File: config.mk
export PLATFORM = sky130hd
export DESIGN_NAME = tbc_cfg
export DESIGN_NICKNAME = d
export VERILOG_FILES = /design/src/sv/tea_block_cipher_unit_defines.svh /design/src/sv/tbc_pkg.sv /design/src/sv/tbc_cfg.sv
export SDC_FILE = /design/constraint.sdc
export NUM_CORES = 1
export LEC_CHECK = 0
export BUFFER_PORTS_ARGS = -buffer_cell sky130_fd_sc_hd__buf_2
export CAP_MARGIN = 20
export CORE_ASPECT_RATIO = 1.2
export CORE_MARGIN = 8
export CORE_UTILIZATION = 50
export DETAILED_ROUTE_END_ITERATION = 12
export PLACE_DENSITY = 0.79
export SLEW_MARGIN = 20
export SYNTH_ARGS = -nofsm -noshare
export SYNTH_HDL_FRONTEND = slang
export SYNTH_SLANG_ARGS = --single-unit
File: constraint.sdc
create_clock -name clk -period 1.2 [get_ports clk]
set_input_delay 0.06 -clock clk [delete_from_list [all_inputs] [get_ports clk]]
set_output_delay 0.06 -clock clk [all_outputs]
set_load 0.05 [all_outputs]
File: src/sv/tea_block_cipher_unit_defines.svh
// Assertion macros for the TEA cipher unit
`ifndef TEA_BLOCK_CIPHER_UNIT_DEFINES_SVH
`define TEA_BLOCK_CIPHER_UNIT_DEFINES_SVH

`ifndef SYNTH
`define TBC_ASSERT_IMP(lbl, clk, rst, ante, cons) \
  lbl: assert property (@(posedge clk) disable iff (rst) (ante) |-> (cons)) \
    else $error("assertion failed");
`define TBC_ASSERT_NXT(lbl, clk, rst, ante, cons) \
  lbl: assert property (@(posedge clk) disable iff (rst) (ante) |=> (cons)) \
    else $error("assertion failed");
`else
`define TBC_ASSERT_IMP(lbl, clk, rst, ante, cons)
`define TBC_ASSERT_NXT(lbl, clk, rst, ante, cons)
`endif

`endif

File: src/sv/tbc_pkg.sv
`timescale 1ns / 1ps
package tbc_pkg;

  localparam logic [31:0] DELTA      = 32'h9e3779b9;
  localparam logic [31:0] DEC_SUM_32 = 32'hc6ef3720;
  localparam logic [31:0] DEC_SUM_16 = 32'he3779b90;

  localparam int unsigned MAX_ROUNDS = 32;
  localparam int unsigned ROUNDS_W   = $clog2(MAX_ROUNDS + 1);

  localparam logic [ROUNDS_W-1:0] ROUNDS_32 = ROUNDS_W'(32);
  localparam logic [ROUNDS_W-1:0] ROUNDS_16 = ROUNDS_W'(16);

  // "1234567890abcdek" as little-endian words
  localparam logic [31:0] KEY_A_RESET = 32'h34333231;
  localparam logic [31:0] KEY_B_RESET = 32'h38373635;
  localparam logic [31:0] KEY_C_RESET = 32'h62613039;
  localparam logic [31:0] KEY_D_RESET = 32'h6b656463;

  localparam int unsigned CFG_INDEX_W = 3;

  typedef enum logic [CFG_INDEX_W-1:0] {
    REG_KEY_A,
    REG_KEY_B,
    REG_KEY_C,
    REG_KEY_D,
    REG_ROUND_SEL
  } reg_idx_t;

  typedef enum logic {
    CMD_ENCRYPT = 1'b0,
    CMD_DECRYPT = 1'b1
  } cmd_t;

  typedef struct packed {
    logic        cmd;
    logic [31:0] left_in;
    logic [31:0] right_in;
  } blk_beat_t;

  typedef struct packed {
    logic [31:0] left_out;
    logic [31:0] right_out;
  } res_beat_t;

  typedef struct packed {
    logic [31:0] key_word_a;
    logic [31:0] key_word_b;
    logic [31:0] key_word_c;
    logic [31:0] key_word_d;
    logic        round_select;
  } key_t;

  typedef struct packed {
    logic                dec;
    logic [31:0]         left;
    logic [31:0]         right;
    logic [31:0]         sum;
    logic [ROUNDS_W-1:0] rounds_left;
  } lane_t;

  function automatic logic [31:0] mix(input logic [31:0] w, input logic [31:0] s,
                                      input logic [31:0] kl, input logic [31:0] kh);
    mix = ((w << 4) + kl) ^ (w + s) ^ ((w >> 5) + kh);
  endfunction

endpackage

File: src/sv/tbc_cfg.sv
`timescale 1ns / 1ps
module tbc_cfg (
  input  logic                                clk,
  input  logic                                rst,
  input  logic                                cfg_valid,
  input  logic [tbc_pkg::CFG_INDEX_W-1:0]     cfg_index,
  input  logic [31:0]                         cfg_data,
  output tbc_pkg::key_t                       key
);

  always_ff @(posedge clk) begin
    if (rst) begin
      key.key_word_a   <= tbc_pkg::KEY_A_RESET;
      key.key_word_b   <= tbc_pkg::KEY_B_RESET;
      key.key_word_c   <= tbc_pkg::KEY_C_RESET;
      key.key_word_d   <= tbc_pkg::KEY_D_RESET;
      key.round_select <= 1'b0;
    end else if (cfg_valid) begin
      case (tbc_pkg::reg_idx_t'(cfg_index))
        tbc_pkg::REG_KEY_A:     key.key_word_a   <= cfg_data;
        tbc_pkg::REG_KEY_B:     key.key_word_b   <= cfg_data;
        tbc_pkg::REG_KEY_C:     key.key_word_c   <= cfg_data;
        tbc_pkg::REG_KEY_D:     key.key_word_d   <= cfg_data;
        tbc_pkg::REG_ROUND_SEL: key.round_select <= cfg_data[0];
        default: ;
      endcase
    end
  end

endmodule

==> run summary <==
The tools report the utilization after layout as 71.88%. For the post-placement cell area, the log shows 6247 um^2. The dominant cell type by area after synthesis was dfxtp_1.

The slowest stage of the critical path is the dfxtp_1 cell. Measured in cells, the most critical reg-to-reg path has a length of 2. For the number of remaining DRC errors, the log shows 0.

For the routed wire length, the log shows 13960 um. After synthesis, the cell types taking the most area are dfxtp_1 51%, mux2i_1 25%, nand2b_1 12%, nor2_1 6.0%, buf_2 1.1%. The maximum VDD drop is 0.001151 V, and the register area is 2582 um^2. After routing the design area is 7159 um^2. The clock drives 129 sinks. The number of maximum-capacitance constraint violations is 0, and the worst hold slack across all endpoints is 0.01998 ns. The floorplan die area came out at 13710 um^2.

The portion of the post-synthesis area used by sequential elements is 50.61%. The number of distinct standard cells referenced by the synthesized netlist is 15. TritonCTS built the clock tree. Summed over all failing endpoints, the final setup total negative slack is 0 ns. Setup repair after global routing left no endpoint under its margin. The kind of start point of the critical path was a flip-flop. The final worst slack is 0.08116 ns. In this run, synthesis inferred 0 flip-flops with an integrated enable. The count of non-filler cells in the finished layout was 827.

The initial antenna violation count was 1; the logic depth of the worst setup path including buffers was 1. The fraction of the mapped netlist area in adder cells was 0%. The maximum clock path buffer count is 2, and the global routing usage summed across all routing layers is 20.27%. The wire length of the first global-routing pass came out at 21830 um.

The tools report the nature of the critical path endpoint as a primary output. The multi-input combinational cells in the finished layout cover a total of 2361 um^2. Final critical path time including I/O delays and setup: 1.119 ns. At the later pin of the worst-skew pair, clock insertion delay measures 0.41 ns.

Total via count after detailed routing: 4099. The internal power of the cells totals 8.299 mW. The share of total power consumed by net switching is 23.67%, and the number of filler cells placed in the layout is 689. In the final layout, the registers with the most flip-flops are key x129.

The count of buffers added on input and output ports is 166. The tools report the net count reported at finish as 726. After synthesis, the largest family of logic cells by area is multiplexers. For the number of instances in the placed design, the log shows 765. For the number of I/O pins, the log shows 167. The floorplan row count was 40; the part of the total power dissipated in the clock network was 49.0%. Along the worst path, the maximum fanout reaches 2. Dividing the final minimum period by the clock period gives 93.24%. For this design the ratio of total power to cell area is 1519 nW/um^2.

Detailed placement finished with a half-perimeter wire length of 9798 um. The layout overhead on the synthesized area is 40.31%. In this run, flip-flops and latches consume 40.8% of the power. When the netlist entered floorplanning its net count stood at 521. The cell area that synthesis handed to floorplanning was 5102 um^2. Before antenna repair, the detailed router went through 4 iterations. The mean area per synthesized cell works out to 10.56 um^2. The run gives 0 as the count of antenna-violating nets left after detailed routing.

The most common flop cell mapped by yosys was dfxtp_1. The run gives 4338 as the via count of the first global-routing pass. The path class of the tightest hold or removal check is input port to flip-flop. On the final layout, the worst clock skew is 0 ns. Entering global routing, the biggest net connects 59 pins.

The logs give 0 for the number of setup violations in the final report and 3.465 nW for the static leakage. The run finished with clean final reports. The worst-margin pin slew works out to 0.3396 ns.

The highest clock rate was 893.8 MHz; the net switching power was 2.574 mW. The portion of synthesized area spent on multiplexers is 25.31%. The area share of the largest cell type after synthesis was 50.61%; the delay contributed by the slowest stage of the critical path was 0.35 ns.

On the critical path the largest part of the delay comes from flip-flops. Timing analysis after detailed placement gives a worst setup slack of -0.03562 ns. Using the TritonRoute via totals, the vias-per-cell ratio works out to 4.956.

STA puts the critical path data required time at 1.14 ns. In the synthesized netlist the async set-or-reset flop fraction comes to 0%. The critical path in this run is classified as flip-flop to primary output. Routability-driven placement finished with a final weighted congestion of 0.7601.

Sorting the synthesized cells by how often they occur yields 129 x dfxtp_1, 129 x mux2i_1, 99 x nand2b_1. The simple logic cell fraction of the synthesized area came out at 20.28%. In this run the tightest slew margin relative to its limit is 77.28%.

The flip-flop count of the largest register, all copies and words added was 129; the first-iteration detailed-routing DRC count was 148. In this run the horizontal extent of the chip is 108.2 um. The count of buffer and inverter cells on the critical path works out to 1.

The layout cell share with drive strength beyond 1 is 32.14%, and the number of max-slew violations in the final report is 0. Along the worst hold path, the cell count comes to 3. In this run, CTS created clock tree buffers numbering 17. The run gives 483 as the gate count after technology mapping. The clock root buffer was clkbuf_16. The share of power burned in combinational logic was 10.2%.

Synthesis inferred 129 register bits. The core region is 9960 um^2. The worst path arrival time came out at 1.06 ns. After clock tree synthesis, the clock-pin slew on the worst setup and hold paths is 0.06 ns. The initial cell density of the core came out at 51.23%. In the final routed layout, each cell accounts on average for 16.88 um. The tools report the power consumption as 10.87 mW. The critical path goes through buf_2. The die extent in y came out at 126.7 um. The hold violation total from the final report was 0. The remaining global-route overflow is 0, and the depth of the CTS H-tree is 4. For this run, the number of Yosys warnings is 0. After Yosys synthesis, XOR and XNOR cells account for 0% of the synthesized area. Compound-cell area share of the yosys netlist: 0%.

The register with the most flip-flops in the final layout is key.
-- placed cells by master (no fill, tap or decap) --
| master | n |
|---|---|
| and4b_1 | 1 |
| and4bb_2 | 1 |
| buf_12 | 10 |
| buf_2 | 165 |
| buf_4 | 16 |
| bufinv_16 | 4 |
| clkbuf_1 | 2 |
| clkbuf_16 | 17 |
| clkbuf_8 | 1 |
| clkinv_2 | 4 |
| clkinvlp_4 | 3 |
| dfxtp_1 | 129 |
| diode_2 | 1 |
| dlygate4sd3_1 | 30 |
| mux2i_1 | 129 |
| nand2b_1 | 99 |
| nand4b_1 | 1 |
| nand4bb_1 | 1 |
| nand4bb_2 | 1 |
| nor2_1 | 82 |
| nor4b_4 | 1 |
| nor4bb_4 | 2 |
| or4b_1 | 1 |
-- kinds of logic after synthesis --
group         Yosys count
mux                   129
flops                 129
simple gates          190
buf+inv                35
-- metal layers --
layer,track usage (%),share of wire [%],vias up
met5,0,0,-
met4,10.31,2.1,0
met3,7.548,7.4,26
met2,35.11,52,116
met1,20.64,38,1951
li1,-,-,2006
-- area by class of cell --
type	count	area share [%]
Sequential cell	129	36.07
Clock buffer	20	6.239
Clock inverter	11	2.272
Tap cell	126	2.202
Antenna cell	1	0.03495
Multi-Input combinational cell	319	32.98
Timing Repair Buffer	221	20.20
-- timing repair --
item	4_1_cts	5_1_grt
buffers inserted	0	0
resized for setup	0	0
hold buffers	30	0
hold endpoints to repair	97	0
-- final timing paths --
| kind | from | end | slack (ns) |
|---|---|---|---|
| worst max-delay path | key[58] | key[58] | 0.08 |
| worst max register to register | key[55] | key[55] | 0.53 |
| worst min register to register | key[71] | key[71] | 0.47 |
| worst min-delay path | cfg_data[11] | key[76] | 0.02 |
-- power by group through the flow --
stage               Combinational (mW)  Sequential, mW  Clock (mW)
global placement                  1.01            4.52           0
global route                      1.17            4.44        5.56
floorplan                        0.361            4.85           0
detailed placement                1.03            4.52           0
finish                            1.11            4.43        5.33
CTS                               1.11            4.43        5.39
-- worst min-delay path, stage by stage --
cell	delay (ns)
buf_2	0.07
nand2b_1	0.12
mux2i_1	0.14
Note: power is estimated with default switching activity, not from simulation.
